--- config.mk ---
export PLATFORM = sky130hd
export DESIGN_NAME = sorted_list_engine
export DESIGN_NICKNAME = d
export VERILOG_FILES = /design/src/rtl/core/sle_pkg.sv /design/src/rtl/core/sorted_list_engine.sv /design/src/rtl/core/sle_cell.sv
export SDC_FILE = /design/constraint.sdc
export NUM_CORES = 2
export LEC_CHECK = 0
export BUFFER_PORTS_ARGS = -buffer_cell sky130_fd_sc_hd__buf_2
export CORE_MARGIN = 5
export CORE_UTILIZATION = 60
export CTS_CLUSTER_DIAMETER = 200
export DETAILED_ROUTE_END_ITERATION = 7
export GPL_ROUTABILITY_DRIVEN = 0
export MAX_ROUTING_LAYER = met4
export PLACE_DENSITY = 0.84
export SYNTH_ARGS = -nofsm -noshare
export SYNTH_HDL_FRONTEND = slang
export SYNTH_SLANG_ARGS = --single-unit
--- constraint.sdc ---
create_clock -name clk -period 21.9 [get_ports clk]
set_input_delay 3.285 -clock clk [delete_from_list [all_inputs] [get_ports clk]]
set_output_delay 3.285 -clock clk [all_outputs]
set_load 0.005 [all_outputs]
--- src/rtl/core/sle_pkg.sv ---
package sle_pkg;

	// List geometry.
	localparam int CAPACITY   = 16;
	localparam int VALUE_BITS = 32;
	localparam int INDEX_BITS = 5;
	localparam int CMD_BITS   = 3;

	localparam int POS_BITS   = $clog2(CAPACITY);
	localparam int COUNT_BITS = $clog2(CAPACITY + 1);
	localparam int PLACE_BITS = $clog2(CAPACITY + 2) + 1;

	// Common width for comparing the request index against the entry count.
	localparam int CMP_BITS = (INDEX_BITS > COUNT_BITS) ? INDEX_BITS : COUNT_BITS;

	// Stream word widths, padded to whole bytes.
	localparam int S_TDATA_W = ((VALUE_BITS + INDEX_BITS + 7) / 8) * 8;
	localparam int M_TDATA_W = ((PLACE_BITS + VALUE_BITS + COUNT_BITS + 7) / 8) * 8;

	// Command codes.
	localparam logic [CMD_BITS-1:0] CMD_INSERT    = 3'd0;
	localparam logic [CMD_BITS-1:0] CMD_REMOVE    = 3'd1;
	localparam logic [CMD_BITS-1:0] CMD_FIND      = 3'd2;
	localparam logic [CMD_BITS-1:0] CMD_READ_AT   = 3'd3;
	localparam logic [CMD_BITS-1:0] CMD_REMOVE_AT = 3'd4;
	localparam logic [CMD_BITS-1:0] CMD_CLEAR     = 3'd5;

	// Per-cell update operations.
	localparam logic [1:0] CELL_HOLD   = 2'd0;
	localparam logic [1:0] CELL_INSERT = 2'd1;
	localparam logic [1:0] CELL_REMOVE = 2'd2;

	typedef struct packed {
		logic [1:0]            op;
		logic                  by_index;
		logic [POS_BITS-1:0]   idx0;
		logic [VALUE_BITS-1:0] key;
	} cell_ctrl_t;

endpackage

--- src/rtl/core/sorted_list_engine.sv ---
// A command accepted at one edge has its result word registered on m_* in the next cycle.
// One command per cycle unless m_tready stalls; a result frees its register once taken.
// Every command finishes in one pass through the row of compare-and-shift cells.
// Reset (arst_n low, asynchronous): the list count clears to zero and no result is pending.
// Stored entries are not cleared; only entries below the count are ever read.
module sorted_list_engine (
	input  logic                          clk,
	input  logic                          arst_n,
	// Command words.
	input  logic                          s_tvalid,
	output logic                          s_tready,
	input  logic [sle_pkg::S_TDATA_W-1:0] s_tdata,  // value, index, zero pad
	input  logic [sle_pkg::CMD_BITS-1:0]  s_tuser,  // cmd
	// Result words.
	output logic                          m_tvalid,
	input  logic                          m_tready,
	output logic [sle_pkg::M_TDATA_W-1:0] m_tdata,  // place, entry, count, zero pad
	output logic [0:0]                    m_tuser   // ok
);
	import sle_pkg::*;

	// Unpacked command fields.
	logic [CMD_BITS-1:0]   cmd;
	logic [VALUE_BITS-1:0] value;
	logic [INDEX_BITS-1:0] index;
	logic                  accept;

	// Cell row.
	cell_ctrl_t            ctrl;
	logic [VALUE_BITS-1:0] slot_data [CAPACITY];
	logic [CAPACITY-1:0]   cell_lt;
	logic [CAPACITY-1:0]   cell_first;
	logic [CAPACITY-1:0]   cell_hit;

	// Search and decode results.
	logic                  found;
	logic                  any_first;
	logic [COUNT_BITS-1:0] pos0;
	logic [PLACE_BITS-1:0] pos1;
	logic [PLACE_BITS-1:0] search_place;
	logic [CMP_BITS-1:0]   idx_ext;
	logic [CMP_BITS-1:0]   fill_ext;
	logic                  idx_ok;
	logic [POS_BITS-1:0]   idx0;

	// Next result and next count.
	logic                  ok_d;
	logic [PLACE_BITS-1:0] place_d;
	logic [VALUE_BITS-1:0] entry_d;
	logic [COUNT_BITS-1:0] fill_d;

	// State and output registers.
	logic [COUNT_BITS-1:0] fill_q;
	logic                  out_valid_q;
	logic                  ok_q;
	logic [PLACE_BITS-1:0] place_q;
	logic [VALUE_BITS-1:0] entry_q;
	logic [COUNT_BITS-1:0] count_q;

	assign cmd    = s_tuser;
	assign value  = s_tdata[VALUE_BITS-1:0];
	assign index  = s_tdata[VALUE_BITS +: INDEX_BITS];

	// A new command is taken whenever the result register is empty or is being
	// drained in the same cycle, so a full output never stalls a free pipeline.
	assign s_tready = !out_valid_q || m_tready;
	assign accept   = s_tvalid && s_tready;

	// Each cell compares the key with its own entry. Because the list is sorted,
	// the "key is greater" flags form a run from cell 0, and the first cell
	// outside that run is the insertion point. A cell flags a hit when the
	// insertion point lands on an entry equal to the key.
	for (genvar i = 0; i < CAPACITY; i++) begin : g_cell
		logic [VALUE_BITS-1:0] left_data;
		logic [VALUE_BITS-1:0] right_data;
		logic                  left_lt;

		if (i == 0) begin : g_head
			assign left_data = value;
			assign left_lt   = 1'b1;
		end else begin : g_body
			assign left_data = slot_data[i-1];
			assign left_lt   = cell_lt[i-1];
		end

		if (i == CAPACITY - 1) begin : g_tail
			assign right_data = slot_data[i];
		end else begin : g_mid
			assign right_data = slot_data[i+1];
		end

		sle_cell u_cell (
			.clk        (clk),
			.pos        (POS_BITS'(i)),
			.fill       (fill_q),
			.ctrl       (ctrl),
			.left_data  (left_data),
			.right_data (right_data),
			.left_lt    (left_lt),
			.data       (slot_data[i]),
			.lt         (cell_lt[i]),
			.first      (cell_first[i]),
			.hit        (cell_hit[i])
		);
	end

	// At most one cell is the insertion point, so its position is an OR over the
	// row. When no cell claims it, every cell holds a smaller entry and the list
	// is full, which puts the insertion point just past the last slot.
	always_comb begin
		pos0      = '0;
		any_first = 1'b0;
		for (int i = 0; i < CAPACITY; i++) begin
			if (cell_first[i]) begin
				pos0 = pos0 | COUNT_BITS'(i);
			end
			any_first = any_first | cell_first[i];
		end
		if (!any_first) begin
			pos0 = COUNT_BITS'(CAPACITY);
		end
	end

	assign found        = |cell_hit;
	assign pos1         = PLACE_BITS'(pos0) + PLACE_BITS'(1);
	assign search_place = found ? pos1 : (-pos1);

	// Position-addressed commands: valid positions run from 1 up to the count.
	assign idx_ext  = CMP_BITS'(index);
	assign fill_ext = CMP_BITS'(fill_q);
	assign idx_ok   = (idx_ext != '0) && (idx_ext <= fill_ext);
	assign idx0     = POS_BITS'(idx_ext - CMP_BITS'(1));

	// Command decode: picks the row operation, the result fields and the new count.
	always_comb begin
		ctrl.op       = CELL_HOLD;
		ctrl.by_index = 1'b0;
		ctrl.idx0     = idx0;
		ctrl.key      = value;
		ok_d          = 1'b0;
		place_d       = '0;
		entry_d       = '0;
		fill_d        = fill_q;
		unique case (cmd)
			CMD_INSERT: begin
				place_d = search_place;
				if (fill_q < COUNT_BITS'(CAPACITY)) begin
					ctrl.op = CELL_INSERT;
					ok_d    = 1'b1;
					fill_d  = fill_q + COUNT_BITS'(1);
				end
			end
			CMD_REMOVE: begin
				place_d = search_place;
				if (found) begin
					ctrl.op = CELL_REMOVE;
					ok_d    = 1'b1;
					fill_d  = fill_q - COUNT_BITS'(1);
				end
			end
			CMD_FIND: begin
				place_d = search_place;
				ok_d    = found;
			end
			CMD_READ_AT, CMD_REMOVE_AT: begin
				if (idx_ok) begin
					ok_d    = 1'b1;
					place_d = PLACE_BITS'(index);
					entry_d = slot_data[idx0];
					if (cmd == CMD_REMOVE_AT) begin
						ctrl.op       = CELL_REMOVE;
						ctrl.by_index = 1'b1;
						fill_d        = fill_q - COUNT_BITS'(1);
					end
				end
			end
			CMD_CLEAR: begin
				ok_d   = 1'b1;
				fill_d = '0;
			end
			default: begin
				ok_d = 1'b0;
			end
		endcase
		// The cells only move when a command is really taken.
		if (!accept) begin
			ctrl.op = CELL_HOLD;
		end
	end

	always_ff @(posedge clk or negedge arst_n) begin
		if (!arst_n) begin
			fill_q      <= '0;
			out_valid_q <= 1'b0;
		end else begin
			if (accept) begin
				fill_q      <= fill_d;
				out_valid_q <= 1'b1;
			end else if (m_tready) begin
				out_valid_q <= 1'b0;
			end
		end
	end

	always_ff @(posedge clk) begin
		if (accept) begin
			ok_q    <= ok_d;
			place_q <= place_d;
			entry_q <= entry_d;
			count_q <= fill_d;
		end
	end

	assign m_tvalid = out_valid_q;
	assign m_tuser  = ok_q;
	assign m_tdata  = M_TDATA_W'({count_q, entry_q, place_q});

`ifndef SYNTHESIS
	a_fill_bound: assert property (@(posedge clk) disable iff (!arst_n)
		fill_q <= COUNT_BITS'(CAPACITY))
		else $error("entry count exceeds capacity");

	a_result_follows: assert property (@(posedge clk) disable iff (!arst_n)
		accept |=> m_tvalid)
		else $error("accepted command left no result");

	a_count_matches: assert property (@(posedge clk) disable iff (!arst_n)
		m_tvalid |-> (count_q == fill_q))
		else $error("reported count differs from list count");

	a_fill_step: assert property (@(posedge clk) disable iff (!arst_n)
		accept |=> (fill_q == $past(fill_q) || fill_q == '0 ||
			fill_q == $past(fill_q) + COUNT_BITS'(1) ||
			fill_q == $past(fill_q) - COUNT_BITS'(1)))
		else $error("entry count moved by more than one");

	a_fill_idle: assert property (@(posedge clk) disable iff (!arst_n)
		!accept |=> $stable(fill_q))
		else $error("entry count changed without a command");
`endif

endmodule

--- src/rtl/core/sle_cell.sv ---
module sle_cell (
	input  logic                           clk,
	input  logic [sle_pkg::POS_BITS-1:0]   pos,
	input  logic [sle_pkg::COUNT_BITS-1:0] fill,
	input  sle_pkg::cell_ctrl_t            ctrl,
	input  logic [sle_pkg::VALUE_BITS-1:0] left_data,
	input  logic [sle_pkg::VALUE_BITS-1:0] right_data,
	input  logic                           left_lt,
	output logic [sle_pkg::VALUE_BITS-1:0] data,
	output logic                           lt,
	output logic                           first,
	output logic                           hit
);
	import sle_pkg::*;

	logic [VALUE_BITS-1:0] data_q;
	logic [VALUE_BITS-1:0] data_d;
	logic                  active;
	logic                  after;

	// A cell only takes part in the search while it holds a live entry.
	assign active = COUNT_BITS'(pos) < fill;
	assign lt     = active && (ctrl.key > data_q);
	assign first  = !lt && left_lt;
	assign hit    = first && active && (ctrl.key == data_q);
	assign after  = ctrl.by_index ? (pos >= ctrl.idx0) : !lt;
	assign data   = data_q;

	always_comb begin
		data_d = data_q;
		unique case (ctrl.op)
			CELL_INSERT: begin
				if (first) begin
					data_d = ctrl.key;
				end else if (!lt) begin
					data_d = left_data;
				end
			end
			CELL_REMOVE: begin
				if (after) begin
					data_d = right_data;
				end
			end
			default: begin
				data_d = data_q;
			end
		endcase
	end

	always_ff @(posedge clk) begin
		data_q <= data_d;
	end

endmodule
==> Word-level counts from Yosys, hierarchy flattened <==
Cells that the tools add are included.
{ "op_classes": {"n_mux": 116, "n_eq_ne": 54, "n_lt_le_gt_ge": 50, "multipliers": 0, "n_div": 0, "n_shift": 0, "bitwise_logic": 16, "add_sub_neg": 5, "reduce_logical": 107} }
{ "op_table": {"columns": ["cell", "count"], "rows": [
  ["$mux 32", 48],
  ["$pmux 32 s2", 15],
  ["$eq 32x32->1", 16],
  ["$gt 32x32->1", 16],
  ["$bmux 32 s4", 1],
  ["$logic_and 1x1->1", 65],
  ["$reduce_and 3->1", 15],
  ["$ne 3x3->1 const B", 14],
  ["$lt 4x5->1 const A", 8],
  ["$mux 4", 8],
  ["$mux 5", 6],
  ["$ne 2x1->1 const B", 15],
  ["$ge 4x4->1 const A", 7],
  ["$mux 1", 23],
  ["$lt 3x5->1 const A", 4],
  ["$pmux 5 s4", 1],
  ["$mux 3", 6],
  ["$logic_not 1->1", 17],
  ["$ge 3x4->1 const A", 4],
  ["$reduce_or 16->1", 1],
  ["$or 1x1->1", 15],
  ["$pmux 6 s2", 1],
  ["$lt 1x5->1 const A", 2],
  ["$lt 2x5->1 const A", 2],
  ["other kinds (28)", 38]
]} }
{ "word_totals": {"inputBits": 47, "ff_bits": 562, "latchBits": 0, "mem_bits_rw": 0, "rom_bits": 0, "memories": 0} }

==> Logic depth before layout (Yosys ltp) <==
{ "logic_depth": {"ltp_word": 24, "depth_mapped": 23, "mapped_depth_nobuf": 17} }

==> Hierarchy <==
Synthesis repeated with hierarchy kept, for this count alone.
{ "hier_totals": {"cells_unflattened": 7047, "area_unflattened_um2": 60743.3} }
{ "modules_own_cells": {"columns": ["module", "n_inst", "cells_per_inst", "area_each_um2"], "rows": [
  ["sle_cell", 16, 412, 3383.2],
  ["sorted_list_engine", 1, 455, 6611.3]
]} }

==> Worst setup path before layout <==
No wires, ideal clock.
{ "synth_timing": {"path_kind": "input -> register", "start": "input s_tdata[0] in the netlist's numbering", "end": "register g_cell[13].u_cell.data_q[0] (enable)", "arrival_time_ns": 9.893, "setup_ns": 0.474, "setup_slack_ns": 11.533, "path_stages": 20, "t_required_ns": 21.426, "n_path_buf": 6, "cell_sequence": "clkbuf_1 > clkinv_1 > ha_1 > nand4_1 > or4_1 > nand2b_1 > a31oi_2 > o31ai_1 > a211oi_1 > nand4_1 > clkbuf_1 > a21oi_1 > or3_1 > inv_1 > ha_1 > clkbuf_1 > clkbuf_1 > clkbuf_1 > clkbuf_1 > a221oi_1"} }
{ "synth_via": {"elab_chain_len": 13, "word_cells_on_any_way": 122, "cone_classes": "order compare: 16; eq/ne: 20; mux: 4; reduce/logical: 82"} }
{ "synth_rtl": {"columns": ["item", "line_no", "source"], "rows": [
  ["from (decl)", "sorted_list_engine.sv:12", "input logic [sle_pkg::S_TDATA_W-1:0] s_tdata,"],
  ["$gt 32x32->1", "sle_cell.sv:23", "assign lt = active && (ctrl.key > data_q);"],
  ["$logic_and 1x1->1", "sle_cell.sv:23", null],
  ["$logic_not 1->1 (on tied branches)", "sle_cell.sv:24, sle_cell.sv:26", null],
  ["$logic_and 1x1->1", "sle_cell.sv:24", "assign first = !lt && left_lt;"],
  ["$logic_and 1x1->1 (2 in series)", "sle_cell.sv:25", "assign hit = first && active && (ctrl.key == data_q);"],
  ["$reduce_or 16->1", "sorted_list_engine.sv:124", "assign found = |cell_hit;"],
  ["$mux 2", "sorted_list_engine.sv:155", "if (found) begin"],
  ["$pmux 2 s3", "sorted_list_engine.sv:144", "unique case (cmd)"],
  ["$mux 2", "sorted_list_engine.sv:186", "if (!accept) begin"],
  ["$eq 2x1->1 or $eq 2x2->1 (tied branches)", "sle_cell.sv:31", "unique case (ctrl.op)"],
  ["$ne 3x3->1 (no source line) (tied with other cells)", null, null],
  ["$reduce_and 3->1 (no source line) *", null, null],
  ["to (signal assigned)", "sle_cell.sv:51", "data_q <= data_d;"],
  ["to (decl)", "sle_cell.sv:16", "logic [VALUE_BITS-1:0] data_q;"]
]} }
Mark *: on every way between the ends. The rest lies on a longest branch, timed or not.
A chain may end at the register's enable or synchronous reset.

==> Worst setup path in the final report <==
{ "layout_timing": {"start": "input s_tdata[29] in the netlist's numbering", "end": "register g_cell[9].u_cell.data_q[23], data pin"} }
{ "layout_via": {"elab_chain_len": 12, "word_cells_on_any_way": 119, "cone_classes": "order compare: 16; eq/ne: 18; mux: 5; reduce/logical: 80"} }
{ "layout_rtl": {"columns": ["item", "line_no", "source"], "rows": [
  ["$gt 32x32->1", "sle_cell.sv:23", null],
  ["$logic_and 1x1->1", "sle_cell.sv:23", null],
  ["$logic_not 1->1", "sle_cell.sv:24", null],
  ["$logic_and 1x1->1", "sle_cell.sv:24", null],
  ["$logic_and 1x1->1 (2 in series)", "sle_cell.sv:25", null],
  ["$reduce_or 16->1", "sorted_list_engine.sv:124", null],
  ["$mux 2", "sorted_list_engine.sv:155", null],
  ["$pmux 2 s3", "sorted_list_engine.sv:144", null],
  ["$mux 2", "sorted_list_engine.sv:186", null],
  ["$eq 2x2->1 or $eq 2x1->1 (tied branches)", "sle_cell.sv:31", null],
  ["$pmux 32 s2 *", "sle_cell.sv:31", null],
  ["via g_cell[9].u_cell.data_d[23]", "sle_cell.sv:17", "logic [VALUE_BITS-1:0] data_d;"],
  ["to (signal assigned)", "sle_cell.sv:51", null],
  ["to (decl)", "sle_cell.sv:16", null]
]} }
Mark *: on every way through the listed nets, which the timed path passes. The rest lies on a longest branch.

==> results.txt <==
Syn Area/Cell -> 9.75 um^2
Layout cells sized above 1 -> 10.9%
Post-synth EDFFs -> 556
Detailed Routing Iterations Pass 1 -> 8
Power Total -> 3.07 mW
Yosys cell types -> 84
Power density over the cells -> 62.6 nW/um^2
R2R setup slack -> 12570 ps
Worst Max-Slew Pin Slew -> 1390 ps
Post-Syn Instances -> 4688
Status -> completed
Period utilization -> 51.7%
Commonest non-fill, non-tap cell in the layout -> nand2_1
Row count -> 101
ANT nets after route -> 0
RR Endpoint -> g_cell[9].u_cell.data[23]
IO Pins -> 98
Later-pin clock latency in the skew report -> 650 ps
Wire length per cell -> 23.4 um
RSZ-0062 raised after global routing -> false
IO Port Bufs -> 89
Die Span Y -> 286 um
Worst EP arrival -> 11660 ps
Setup repair bufs after CTS -> 0
Fin. Hold Viols -> 0
CTS max path bufs -> 3
Post-CTS Resized -> 0
Final design utilization -> 64.9%
R2R cell count -> 17
CTS tree -> done
Final hold slack -> 544 ps
Synthesized area -> 45700 um^2
Design Area, Final -> 49100 um^2
Most frequent cells in the layout -> 585 x nand2_1, 556 x edfxtp_1, 555 x o21ai_0
VDD IR-drop max -> 0.0646 mV
Global-route wire length before repair -> 206000 um
Vias in the first global route -> 36500
Pin count of the biggest net entering global routing -> 135
Setup skew after layout -> 31.3 ps
Crit. Startpoint -> s_tdata[29]
Area post-placement -> 47200 um^2
Routed Wire Length -> 133000 um
Initial Utilization -> 60.4%
CTS Root Cell -> clkbuf_16
Post-synth top flop -> edfxtp_1
# DRC -> 0
Fill cell count -> 5542
Synth async-reset ratio -> 1.07%
Die W -> 286 um
Worst setup EP type -> flip-flop
Die area -> 81800 um^2
Final Max Tran Viols -> 0
Initial drt markers -> 5388
Layout area overhead -> 7.49%
Reg clk slew, reported paths -> 60 ps
Critical setup path kind -> input pin to flip-flop
Worst Hold Class -> flip-flop to flip-flop
Slew headroom -> 6.50%
Nets -> 5217
Static Leakage -> 19.8 nW
Gr ovfl total -> 0
All-Layer GR Usage -> 32.4%
Min Tclk post-route -> 11320 ps
Setup TNS -> 0 ps
Crit path launch type -> input pin
Max Cap Violations -> 0
Critical path destination -> g_cell[9].u_cell.data[23]
Hpwl dp -> 95100 um
Hold Buf Count CTS -> 0
WP data required -> 22240 ps
Post-synthesis register bit count -> 562
Vias per inst -> 6.72
Core footprint -> 75700 um^2
F_max -> 88.3 MHz
Reg-to-Reg Start -> fill_ext[2]
Total number of vias -> 38200
Initial antenna violation count -> 6
H-Tree Depth -> 2
CTS buffer count -> 61
Register area share after synthesis -> 36.9%
CTS sink count -> 562
Synth Warn # -> 0
Crit path max fanout -> 127
Final Setup Violations -> 0
==> cell type report <==
cell class                 instances  area, um^2  area share [%]
antenna                            3        7.51          0.0153
clock buffer                      76        1580            3.22
clock inverter                    39         320           0.652
inverter                         524        1970            4.00
multi-input combinational       3346       26300            53.5
sequential                       562       16800            34.3
tap                              978        1220            2.49
timing repair buffer             148         897            1.83
==> cells in the mapped netlist (8+ instances only) <==
| library cell | instances | share of area [%] |
|---|---|---|
| a21oi_1 | 353 | 3.9 |
| and2_1 | 40 | 0.55 |
| a21o_1 | 31 | 0.51 |
| ha_1 | 527 | 14 |
| nor3_1 | 22 | 0.24 |
| nand3_1 | 44 | 0.48 |
| mux2_2 | 63 | 1.6 |
| a211oi_1 | 14 | 0.23 |
| a221o_1 | 8 | 0.18 |
| nor2b_1 | 30 | 0.41 |
| nand4_1 | 119 | 1.6 |
| mux4_2 | 160 | 7.9 |
| buf_2 | 8 | 0.088 |
| nand2_1 | 587 | 4.8 |
| buf_1 | 29 | 0.24 |
| o211ai_1 | 22 | 0.36 |
| a31oi_1 | 13 | 0.18 |
| nand2b_1 | 16 | 0.22 |
| clkbuf_1 | 217 | 1.8 |
| and4_1 | 8 | 0.15 |
| edfxtp_1 | 556 | 37 |
| o21ai_0 | 555 | 6.1 |
| mux2i_1 | 352 | 7.7 |
| nor4_1 | 25 | 0.34 |
| o21a_1 | 18 | 0.30 |
| nor2_1 | 169 | 1.4 |
| or4_1 | 10 | 0.16 |
| inv_1 | 523 | 4.3 |
| a221oi_1 | 17 | 0.33 |
==> critical path, cell delays in order <==
cell and delay, ps:
buf_2 580, ha_1 270, nand4_1 280, nor4_2 620, nand3_1 240, a31oi_1 630, o21ai_0 540, o31ai_1 210
a211oi_1 120, nand4_1 120, buf_4 240, a21oi_1 90, or3_1 440, inv_1 120, ha_4 850, buf_4 910
buf_4 940, buf_4 730, o21ai_0 270
==> cells by family after synthesis <==
| family | share of synthesized area (%) |
|---|---|
| AO/OA/AOI/OAI | 13.8 |
| XOR/XNOR | 0.211 |
| adder cells (fa/ha/maj) | 14.4 |
| buffers and inverters | 6.52 |
| flip-flops | 36.9 |
| multiplexers | 17.1 |
| other | 0.00821 |
| AND/OR/NAND/NOR | 11.0 |
==> layer usage <==
layer	up-vias	global-route usage (%)	wire (um)
met1	18100	42.7	49600
met2	2511	49.0	60100
met5	-	-	0
met3	422	6.61	16300
li1	17100	-	-
met4	0	14.5	7010
==> how the worst min path moves through the flow <==
stage / from / endpoint / depth (start not counted) / slack (ps)
3_3_place_gp: m_tvalid / m_tvalid / 2 / 510
5_1_grt: m_tvalid / m_tvalid / 2 / 570
2_1_floorplan: g_cell[6].u_cell.data[14] / g_cell[5].u_cell.data[14] / 2 / 540
6_report: m_tvalid / m_tvalid / 2 / 540
4_1_cts: m_tvalid / m_tvalid / 2 / 560
3_5_place_dp: m_tvalid / m_tvalid / 2 / 540
==> where the power goes <==
group          internal (mW)  switching [mW]  total, mW
clock                  0.569           0.454       1.02
sequential              1.25          0.0444       1.30
combinational          0.300           0.455      0.755
==> flip-flops by register name, summed over array words and instances (netlist names) <==
register / count
g_cell.u_cell.data: 512
entry_q: 32
place_q: 6
count_q: 5
fill_ext: 5
m_tuser: 1
m_tvalid: 1
==> stage by stage <==
step | instances | worst slack, ps
detailed placement | 5558 | 10400
global placement | 5558 | 10550
finish | 5676 | 10580
floorplan | 4692 | 11530
global route | 5675 | 10210
CTS | 5673 | 11030
(Power assumes the default switching activity.)
